$ cat src/hdl/pdah_pkg.sv
// Package for the press detector: field widths, register indexes, reset values
// and the structures passed between the core and its averaging and detection modules.
// No dependencies.
package pdah_pkg;

    localparam int SAMPLE_W = 12;
    localparam int LEVEL_W = 12;
    localparam int DELTA_W = 13;
    localparam int SUM_W = 16;
    localparam int DIV_SHIFT = SUM_W + 4;

    localparam int THRESH_W = 12;
    localparam int HYST_W = 12;
    localparam int RUN_W = 8;
    localparam int WARM_W = 10;

    localparam int CFG_DATA_W = 12;
    localparam int CFG_INDEX_W = 3;

    localparam int WINDOW_DEF = 12;
    localparam int SAMPLE_BITS_DEF = 12;

    localparam logic [CFG_INDEX_W-1:0] REG_PRESS_THRESHOLD = 3'd0;
    localparam logic [CFG_INDEX_W-1:0] REG_HYSTERESIS = 3'd1;
    localparam logic [CFG_INDEX_W-1:0] REG_PRESS_COUNT = 3'd2;
    localparam logic [CFG_INDEX_W-1:0] REG_RELEASE_COUNT = 3'd3;
    localparam logic [CFG_INDEX_W-1:0] REG_WARMUP_COUNT = 3'd4;

    localparam logic [THRESH_W-1:0] PRESS_THRESHOLD_RST = 12'd4095;
    localparam logic [HYST_W-1:0] HYSTERESIS_RST = 12'd200;
    localparam logic [RUN_W-1:0] PRESS_COUNT_RST = 8'd12;
    localparam logic [RUN_W-1:0] RELEASE_COUNT_RST = 8'd12;
    localparam logic [WARM_W-1:0] WARMUP_COUNT_RST = 10'd64;

    localparam logic [RUN_W-1:0] RUN_MAX = 8'd255;

    typedef struct packed {
        logic [THRESH_W-1:0] press_threshold;
        logic [HYST_W-1:0] hysteresis;
        logic [RUN_W-1:0] press_count;
        logic [RUN_W-1:0] release_count;
        logic [WARM_W-1:0] warmup_count;
    } cfg_t;

    typedef struct packed {
        logic valid;
        logic [LEVEL_W-1:0] level;
    } avg_word_t;

    typedef struct packed {
        logic valid;
        logic is_pressed;
        logic [LEVEL_W-1:0] level;
        logic [DELTA_W-1:0] level_delta;
    } result_word_t;

endpackage

$ cat src/hdl/pdah_in_if.sv
// Input channel carrying one raw sensor word per handshake.
// Depends on pdah_pkg.
interface pdah_in_if;
    logic valid;
    logic ready;
    logic [pdah_pkg::SAMPLE_W-1:0] raw_sample;

    modport source (output valid, output raw_sample, input ready);
    modport sink (input valid, input raw_sample, output ready);
endinterface

$ cat src/hdl/pdah_out_if.sv
// Output channel carrying one state-change word per handshake.
// Depends on pdah_pkg.
interface pdah_out_if;
    logic valid;
    logic ready;
    logic is_pressed;
    logic [pdah_pkg::LEVEL_W-1:0] level;
    logic signed [pdah_pkg::DELTA_W-1:0] level_delta;

    modport source (output valid, output is_pressed, output level, output level_delta,
                    input ready);
    modport sink (input valid, input is_pressed, input level, input level_delta,
                  output ready);
endinterface

$ cat src/hdl/press_detector_average_hysteresis_core.sv
// Press detector: takes a raw force-sensor word each unstalled clock, averages it over a
// window of WINDOW samples held in a chain of cells. After warmup_count samples
// it reports each change between released and pressed as one word carrying the
// new state, the average and its difference from the previously reported average.
// A sample is accepted in every cycle that the result register is free or being
// emptied; its result, if any, is presented after passing through the running-sum
// register loaded at the accepting edge, the reciprocal multiplier, the division
// correction and the result register fed by the detector.
// Depends on pdah_pkg, pdah_in_if, pdah_out_if, pdah_avg and pdah_detect.
module press_detector_average_hysteresis_core #(
    parameter int WINDOW = pdah_pkg::WINDOW_DEF,
    parameter int SAMPLE_BITS = pdah_pkg::SAMPLE_BITS_DEF
) (
    input  logic                               clk,
    input  logic                               rst_n,
    input  logic                               cfg_wr_en,
    input  logic [pdah_pkg::CFG_INDEX_W-1:0]   cfg_index,
    input  logic [pdah_pkg::CFG_DATA_W-1:0]    cfg_wr_data,
    pdah_in_if.sink                            sample_ch,
    pdah_out_if.source                         result_ch
);
    import pdah_pkg::*;

    cfg_t cfg_reg;
    cfg_t cfg_next;

    logic advance;
    avg_word_t avg;
    result_word_t result;

    logic out_valid_reg;
    logic out_valid_next;
    logic out_pressed_reg;
    logic out_pressed_next;
    logic [LEVEL_W-1:0] out_level_reg;
    logic [LEVEL_W-1:0] out_level_next;
    logic [DELTA_W-1:0] out_delta_reg;
    logic [DELTA_W-1:0] out_delta_next;

    always_comb
    begin
        cfg_next = cfg_reg;
        if (cfg_wr_en)
        begin
            case (cfg_index)
                REG_PRESS_THRESHOLD: cfg_next.press_threshold = cfg_wr_data[THRESH_W-1:0];
                REG_HYSTERESIS:      cfg_next.hysteresis = cfg_wr_data[HYST_W-1:0];
                REG_PRESS_COUNT:     cfg_next.press_count = cfg_wr_data[RUN_W-1:0];
                REG_RELEASE_COUNT:   cfg_next.release_count = cfg_wr_data[RUN_W-1:0];
                REG_WARMUP_COUNT:    cfg_next.warmup_count = cfg_wr_data[WARM_W-1:0];
                default:             cfg_next = cfg_reg;
            endcase
        end
    end

    assign advance = !out_valid_reg || result_ch.ready;
    assign sample_ch.ready = advance;

    pdah_avg #(
        .WINDOW      (WINDOW),
        .SAMPLE_BITS (SAMPLE_BITS)
    ) u_avg (
        .clk      (clk),
        .rst_n    (rst_n),
        .advance  (advance),
        .in_valid (sample_ch.valid),
        .sample   (sample_ch.raw_sample[SAMPLE_BITS-1:0]),
        .avg      (avg)
    );

    pdah_detect u_detect (
        .clk     (clk),
        .rst_n   (rst_n),
        .advance (advance),
        .avg     (avg),
        .cfg     (cfg_reg),
        .result  (result)
    );

    assign out_valid_next = advance ? result.valid : out_valid_reg;
    assign out_pressed_next = advance ? result.is_pressed : out_pressed_reg;
    assign out_level_next = advance ? result.level : out_level_reg;
    assign out_delta_next = advance ? result.level_delta : out_delta_reg;

    assign result_ch.valid = out_valid_reg;
    assign result_ch.is_pressed = out_pressed_reg;
    assign result_ch.level = out_level_reg;
    assign result_ch.level_delta = out_delta_reg;

    always_ff @(posedge clk or negedge rst_n)
    begin
        if (!rst_n)
        begin
            cfg_reg.press_threshold <= PRESS_THRESHOLD_RST;
            cfg_reg.hysteresis <= HYSTERESIS_RST;
            cfg_reg.press_count <= PRESS_COUNT_RST;
            cfg_reg.release_count <= RELEASE_COUNT_RST;
            cfg_reg.warmup_count <= WARMUP_COUNT_RST;
            out_valid_reg <= 1'b0;
        end
        else
        begin
            cfg_reg <= cfg_next;
            out_valid_reg <= out_valid_next;
        end
    end

    always_ff @(posedge clk)
    begin
        out_pressed_reg <= out_pressed_next;
        out_level_reg <= out_level_next;
        out_delta_reg <= out_delta_next;
    end

endmodule

$ cat src/hdl/pdah_cell.sv
// One cell of the sample window: holds a sample and hands it on when shifted.
// No dependencies.
module pdah_cell #(
    parameter int WIDTH = 12
) (
    input  logic             clk,
    input  logic             rst_n,
    input  logic             shift_en,
    input  logic [WIDTH-1:0] d,
    output logic [WIDTH-1:0] q
);

    logic [WIDTH-1:0] data_reg;
    logic [WIDTH-1:0] data_next;

    assign data_next = shift_en ? d : data_reg;
    assign q = data_reg;

    always_ff @(posedge clk or negedge rst_n)
    begin
        if (!rst_n)
        begin
            data_reg <= '0;
        end
        else
        begin
            data_reg <= data_next;
        end
    end

endmodule

$ cat src/hdl/pdah_avg.sv
// Sample window built from a chain of cells, running sum and the division by
// the window length. Depends on pdah_pkg and pdah_cell.
module pdah_avg #(
    parameter int WINDOW = pdah_pkg::WINDOW_DEF,
    parameter int SAMPLE_BITS = pdah_pkg::SAMPLE_BITS_DEF
) (
    input  logic                    clk,
    input  logic                    rst_n,
    input  logic                    advance,
    input  logic                    in_valid,
    input  logic [SAMPLE_BITS-1:0]  sample,
    output pdah_pkg::avg_word_t     avg
);
    import pdah_pkg::*;

    localparam int DIV_M_W = DIV_SHIFT + 1;
    localparam logic [DIV_M_W-1:0] DIV_M = DIV_M_W'((64'd1 << DIV_SHIFT) / WINDOW);
    localparam logic [SUM_W-1:0] WIN_C = SUM_W'(WINDOW);

    logic shift_en;
    logic [SAMPLE_BITS-1:0] tap [WINDOW];

    logic [SUM_W-1:0] sum_reg;
    logic [SUM_W-1:0] sum_next;
    logic s1_valid_reg;
    logic s1_valid_next;

    logic [SUM_W+DIV_M_W-1:0] prod;
    logic [SUM_W-1:0] q0_reg;
    logic [SUM_W-1:0] q0_next;
    logic [SUM_W-1:0] sum2_reg;
    logic [SUM_W-1:0] sum2_next;
    logic s2_valid_reg;
    logic s2_valid_next;

    logic [SUM_W-1:0] q0_times_w;
    logic [SUM_W-1:0] rem;
    logic [SUM_W-1:0] quotient;
    logic [LEVEL_W-1:0] level_reg;
    logic [LEVEL_W-1:0] level_next;
    logic s3_valid_reg;
    logic s3_valid_next;

    assign shift_en = in_valid && advance;

    genvar i;
    generate
        for (i = 0; i < WINDOW; i++)
        begin : g_cell
            if (i == 0)
            begin : g_head
                pdah_cell #(.WIDTH(SAMPLE_BITS)) u_cell (
                    .clk      (clk),
                    .rst_n    (rst_n),
                    .shift_en (shift_en),
                    .d        (sample),
                    .q        (tap[i])
                );
            end
            else
            begin : g_body
                pdah_cell #(.WIDTH(SAMPLE_BITS)) u_cell (
                    .clk      (clk),
                    .rst_n    (rst_n),
                    .shift_en (shift_en),
                    .d        (tap[i-1]),
                    .q        (tap[i])
                );
            end
        end
    endgenerate

    assign sum_next = shift_en
        ? SUM_W'(sum_reg + SUM_W'(sample) - SUM_W'(tap[WINDOW-1]))
        : sum_reg;
    assign s1_valid_next = advance ? shift_en : s1_valid_reg;

    assign prod = (SUM_W+DIV_M_W)'(sum_reg) * (SUM_W+DIV_M_W)'(DIV_M);
    assign q0_next = advance ? prod[DIV_SHIFT +: SUM_W] : q0_reg;
    assign sum2_next = advance ? sum_reg : sum2_reg;
    assign s2_valid_next = advance ? s1_valid_reg : s2_valid_reg;

    // The reciprocal estimate is at most one short, so a single correction step finishes it.
    assign q0_times_w = SUM_W'(q0_reg * WIN_C);
    assign rem = sum2_reg - q0_times_w;
    assign quotient = (rem >= WIN_C) ? SUM_W'(q0_reg + SUM_W'(1)) : q0_reg;
    assign level_next = advance ? quotient[LEVEL_W-1:0] : level_reg;
    assign s3_valid_next = advance ? s2_valid_reg : s3_valid_reg;

    assign avg.valid = s3_valid_reg;
    assign avg.level = level_reg;

    always_ff @(posedge clk or negedge rst_n)
    begin
        if (!rst_n)
        begin
            sum_reg <= '0;
            s1_valid_reg <= 1'b0;
            s2_valid_reg <= 1'b0;
            s3_valid_reg <= 1'b0;
        end
        else
        begin
            sum_reg <= sum_next;
            s1_valid_reg <= s1_valid_next;
            s2_valid_reg <= s2_valid_next;
            s3_valid_reg <= s3_valid_next;
        end
    end

    always_ff @(posedge clk)
    begin
        q0_reg <= q0_next;
        sum2_reg <= sum2_next;
        level_reg <= level_next;
    end

endmodule

$ cat src/hdl/pdah_detect.sv
// Warm-up counter, run counters and hysteresis state for the press decision.
// Depends on pdah_pkg.
module pdah_detect (
    input  logic                     clk,
    input  logic                     rst_n,
    input  logic                     advance,
    input  pdah_pkg::avg_word_t      avg,
    input  pdah_pkg::cfg_t           cfg,
    output pdah_pkg::result_word_t   result
);
    import pdah_pkg::*;

    logic [WARM_W-1:0] warm_reg;
    logic [WARM_W-1:0] warm_next;
    logic pressed_reg;
    logic pressed_next;
    logic [RUN_W-1:0] high_run_reg;
    logic [RUN_W-1:0] high_run_next;
    logic [RUN_W-1:0] low_run_reg;
    logic [RUN_W-1:0] low_run_next;
    logic [LEVEL_W-1:0] last_level_reg;
    logic [LEVEL_W-1:0] last_level_next;

    logic step;
    logic change;
    logic [RUN_W-1:0] high_inc;
    logic [RUN_W-1:0] low_inc;
    logic is_high;
    logic is_low;

    assign step = avg.valid && advance;
    assign high_inc = (high_run_reg == RUN_MAX) ? high_run_reg : RUN_W'(high_run_reg + 1'b1);
    assign low_inc = (low_run_reg == RUN_MAX) ? low_run_reg : RUN_W'(low_run_reg + 1'b1);
    assign is_high = avg.level >= cfg.press_threshold;
    // Below threshold minus hysteresis, rearranged so that no negative value arises.
    assign is_low = (({1'b0, avg.level} + {1'b0, cfg.hysteresis})
                     < {1'b0, cfg.press_threshold});

    always_comb
    begin
        warm_next = warm_reg;
        pressed_next = pressed_reg;
        high_run_next = high_run_reg;
        low_run_next = low_run_reg;
        last_level_next = last_level_reg;
        change = 1'b0;
        if (avg.valid)
        begin
            if (warm_reg < cfg.warmup_count)
            begin
                warm_next = WARM_W'(warm_reg + 1'b1);
            end
            else if (!pressed_reg)
            begin
                if (is_high)
                begin
                    high_run_next = high_inc;
                    change = high_inc >= cfg.press_count;
                end
                else
                begin
                    high_run_next = '0;
                end
            end
            else
            begin
                if (is_low)
                begin
                    low_run_next = low_inc;
                    change = low_inc >= cfg.release_count;
                end
                else
                begin
                    low_run_next = '0;
                end
            end
            if (change)
            begin
                pressed_next = !pressed_reg;
                high_run_next = '0;
                low_run_next = '0;
                last_level_next = avg.level;
            end
        end
    end

    assign result.valid = avg.valid && change;
    assign result.is_pressed = !pressed_reg;
    assign result.level = avg.level;
    assign result.level_delta = DELTA_W'({1'b0, avg.level} - {1'b0, last_level_reg});

    always_ff @(posedge clk or negedge rst_n)
    begin
        if (!rst_n)
        begin
            warm_reg <= '0;
            pressed_reg <= 1'b0;
            high_run_reg <= '0;
            low_run_reg <= '0;
            last_level_reg <= '0;
        end
        else if (step)
        begin
            warm_reg <= warm_next;
            pressed_reg <= pressed_next;
            high_run_reg <= high_run_next;
            low_run_reg <= low_run_next;
            last_level_reg <= last_level_next;
        end
    end

endmodule

$ cat src/flat_wrapper.sv
// flat-port wrapper written by rule: the top's interface ports become plain ports
module press_detector_average_hysteresis_core_flat import pdah_pkg::*;
#(
    parameter int WINDOW = pdah_pkg::WINDOW_DEF,
    parameter int SAMPLE_BITS = pdah_pkg::SAMPLE_BITS_DEF
)
  (clk, rst_n, cfg_wr_en, cfg_index, cfg_wr_data, sample_ch_valid, sample_ch_raw_sample, sample_ch_ready, result_ch_valid, result_ch_is_pressed, result_ch_level, result_ch_level_delta, result_ch_ready);
  pdah_in_if sample_ch_i ();
  pdah_out_if result_ch_i ();
  input  logic clk;
  input  logic rst_n;
  input  logic cfg_wr_en;
  input  logic [pdah_pkg::CFG_INDEX_W-1:0] cfg_index;
  input  logic [pdah_pkg::CFG_DATA_W-1:0] cfg_wr_data;
  input wire logic [$bits(sample_ch_i.valid)-1:0] sample_ch_valid;
  input wire logic [$bits(sample_ch_i.raw_sample)-1:0] sample_ch_raw_sample;
  output wire logic [$bits(sample_ch_i.ready)-1:0] sample_ch_ready;
  output wire logic [$bits(result_ch_i.valid)-1:0] result_ch_valid;
  output wire logic [$bits(result_ch_i.is_pressed)-1:0] result_ch_is_pressed;
  output wire logic [$bits(result_ch_i.level)-1:0] result_ch_level;
  output wire logic [$bits(result_ch_i.level_delta)-1:0] result_ch_level_delta;
  input wire logic [$bits(result_ch_i.ready)-1:0] result_ch_ready;
  assign sample_ch_i.valid = sample_ch_valid;
  assign sample_ch_i.raw_sample = sample_ch_raw_sample;
  assign sample_ch_ready = sample_ch_i.ready;
  assign result_ch_valid = result_ch_i.valid;
  assign result_ch_is_pressed = result_ch_i.is_pressed;
  assign result_ch_level = result_ch_i.level;
  assign result_ch_level_delta = result_ch_i.level_delta;
  assign result_ch_i.ready = result_ch_ready;
  press_detector_average_hysteresis_core #(.WINDOW(WINDOW), .SAMPLE_BITS(SAMPLE_BITS)) u_core (.clk(clk), .rst_n(rst_n), .cfg_wr_en(cfg_wr_en), .cfg_index(cfg_index), .cfg_wr_data(cfg_wr_data), .sample_ch(sample_ch_i), .result_ch(result_ch_i));
endmodule
$ cat config.mk
export PLATFORM = sky130hd
export DESIGN_NAME = press_detector_average_hysteresis_core_flat
export DESIGN_NICKNAME = d
export VERILOG_FILES = /design/src/hdl/pdah_pkg.sv /design/src/hdl/pdah_in_if.sv /design/src/hdl/pdah_out_if.sv /design/src/hdl/press_detector_average_hysteresis_core.sv /design/src/hdl/pdah_cell.sv /design/src/hdl/pdah_avg.sv /design/src/hdl/pdah_detect.sv /design/src/flat_wrapper.sv
export SDC_FILE = /design/constraint.sdc
export NUM_CORES = 1
export LEC_CHECK = 0
export ABC_CLOCK_PERIOD_IN_PS = 15500
export BUFFER_PORTS_ARGS = -buffer_cell sky130_fd_sc_hd__buf_4
export CAP_MARGIN = 20
export CORE_MARGIN = 4
export CORE_UTILIZATION = 50
export CTS_BUF_LIST = sky130_fd_sc_hd__clkbuf_2
export CTS_CLUSTER_DIAMETER = 30
export CTS_CLUSTER_SIZE = 24
export DETAILED_ROUTE_END_ITERATION = 7
export PLACE_DENSITY = 0.71
export SETUP_SLACK_MARGIN = 0.5
export SLEW_MARGIN = 20
export SYNTH_ARGS = -nofsm -noshare
export SYNTH_HDL_FRONTEND = slang
export SYNTH_HIERARCHICAL = 1
export SYNTH_SLANG_ARGS = --single-unit
$ cat constraint.sdc
create_clock -name clk -period 15.5 [get_ports clk]
set_clock_uncertainty 0.1 [all_clocks]
set_input_delay 2.325 -clock clk [delete_from_list [all_inputs] [get_ports clk]]
set_output_delay 2.325 -clock clk [all_outputs]
set_load 0.005 [all_outputs]
==> flow_summary.ini <==
[placed_design]
dp_slack_ns = 9.448
port_buffers = 59
dp_hpwl_um = 28600
gp_congestion = 0.9517
place_area_um2 = 21410

[clock_tree]
cts_resized = 0
cts_tree = yes
htreeDepth = 3
clk_pin_slew_worst_paths_ns = 0.15
root_buffer = clkbuf_2
cts_sinks = 318
post_cts_buffers = 0
cts_buffers = 72
holdBufCountCts = 0
insertion_delay_ns = 1.06
clockBufferDepth = 3

[final_layout]
layout-drive-gt1-share_pct = 24.10
synthToLayoutAreaGrowth_pct = 8.859
finish.utilization_pct = 54.95
largest_reg_flops = 132
nNetsFinal = 2125
n_fill_cell = 3422
fin_area_um2 = 22390

[setup_path]
critPathMostFrequentCell = inv_1
cpPeakStageDelay_ns = 0.58
cp-end-kind = flop
cp_max_fo = 4
arrival_ns = 6.72
critPathKind = reg2reg
path_buf_inv = 6
cp-start-kind = flop
cp_top_family = adder cells
cp_cell_sequence = ha_1, inv_1, fa_1, inv_1, fa_1, inv_1, fa_1, inv_1, fa_1, inv_1, fa_1, inv_1, ha_1, nand2_1, o21ai_0, a311oi_1, or4_4, nand3_2, a31o_4, a21oi_2, o21ba_1, xnor2_1
cpMaxStageDelayCell = fa_1
required_ns = 16.16

[route]
ant_nets = 0
drc = 0
drt-total-wl_um = 39190
drt-initial-drc-count = 573
num_vias = 12800
dr.pass1.iters = 5
routed_via_density = 5.328
wl_per_cell_um = 16.31

[timing]
clock.fmax_mhz = 165.0
setup_tns_ns = 0
tightest_slew_ns = 1.049
rsz0062_at_grt = no
finalCriticalPeriod_ns = 6.062
fin_ws_ns = 9.438
finalSetupViolCount = 0
period_share_pct = 39.11
relSlewSlack_pct = 30.04
slew_viol_final = 0
finalHoldViolations = 0

[grt]
grt_pass1_vias = 13590
grt_first_pass_wirelength_um = 66670
grt_max_degree = 133
track_usage_pct = 18.22
antenna_found_initial = 2
grt_overflow = 0

[synth]
synth.avg_cell_area_um2 = 12.03
yosysWarnings = 6
synth-seq-area-share_pct = 40.40
synth_fp_nets = 2023
async_flop_share_pct = 79.56
syn_inst = 1709
synth_top_area_share_pct = 28.35
synth_area_um2 = 20560
synth-edff-count = 65
synthTopCellsByCount = 233 x dfrtp_1, 233 x inv_1, 207 x ha_1
synth.distinct_cells = 89
synth_seq_cells = 318
synth.top_cells.by_area = dfrtp_1 28%, ha_1 13%, mux2_4 10%
synth_flop_cell = dfrtp_1
yosysTopAreaCell = dfrtp_1

[min_path]
hp-class = reg2reg

[floorplan]
num_rows = 74
die_y_um = 210.8
die_area_um2 = 44440
initial_core_util_pct = 50.48
ios = 60
fp.dieW_um = 210.8
fp.coreArea_um2 = 40740

[status]
outcome = finished, final reports clean

[run]
max_cap_viol_count = 0
[cell type report]
type	count	area (um^2)	share of cell area (%)
diodes	4	10.01	0.04471
clock buffers	77	385.4	1.721
clock inverters	53	558.0	2.493
inverters	233	882.1	3.940
multi-input cells	1121	11060	49.41
flip-flops and latches	318	8308	37.11
well taps	532	665.6	2.973
repair buffers	65	515.5	2.303
[through the flow]
stage,cells,hold WS (ns)
floorplan,1709,0.3455
global placement,2268,0.3662
detailed placement,2268,0.3664
CTS,2398,0.3806
global route,2403,0.4093
finish,2403,0.3735
[layout by cell type (no fill, tap or decap), types with 25 or more instances in the layout]
cell type  count
nand3_1       25
nor2_1        74
nor3_1        36
nand2_1       64
edfxtp_1      65
ha_1         207
fa_1          75
inv_1        232
clkbuf_2      77
a21oi_1       56
o21ai_0       46
buf_4         63
xnor2_1       65
mux2_2        72
mux2_4       140
dfrtp_1      233
[kinds of logic (layout without fill, tap and decap cells)]
family | after synthesis | count (layout) | synth area share, %
other | 0 | 4 | 0
AND/OR/NAND/NOR | 304 | 304 | 7.849
multiplexers | 216 | 216 | 14.36
XOR/XNOR | 83 | 83 | 3.535
buffers and inverters | 270 | 428 | 5.847
AO/OA/AOI/OAI | 236 | 236 | 8.116
adder cells (fa/ha/maj) | 282 | 282 | 19.90
flip-flops | 318 | 318 | 40.40
[worst paths after layout]
check,slack [ns],end,cells past startpoint,startpoint
min in group asynchronous,1.03,u_core/cfg_reg[37],1,rst_n
worst min register to register,0.37,u_core/u_detect/warm_reg[9],1,u_core/u_detect/warm_reg[9]
max in group asynchronous,11.88,u_core/u_avg/sum_reg[1],4,rst_n
worst max-delay path,9.44,u_core/u_avg/q0_reg[12],22,u_core/u_avg/sum_reg[3]
worst max register to register,9.44,u_core/u_avg/q0_reg[12],22,u_core/u_avg/sum_reg[3]
worst min-delay path,0.37,u_core/u_detect/warm_reg[9],1,u_core/u_detect/warm_reg[9]
[per-layer routing]
| layer | vias to the layer above | track usage [%] | wire (um) |
|---|---|---|---|
| met5 | - | 0 | 0 |
| met3 | 94 | 4.456 | 1804 |
| met2 | 257 | 29.40 | 18220 |
| li1 | 6211 | - | - |
| met1 | 6240 | 23.95 | 17930 |
| met4 | 0 | 7.087 | 1226 |
Power is left out: the tool's default activity adds up to more than one toggle a clock period on the data nets, which glitch-free logic cannot reach.
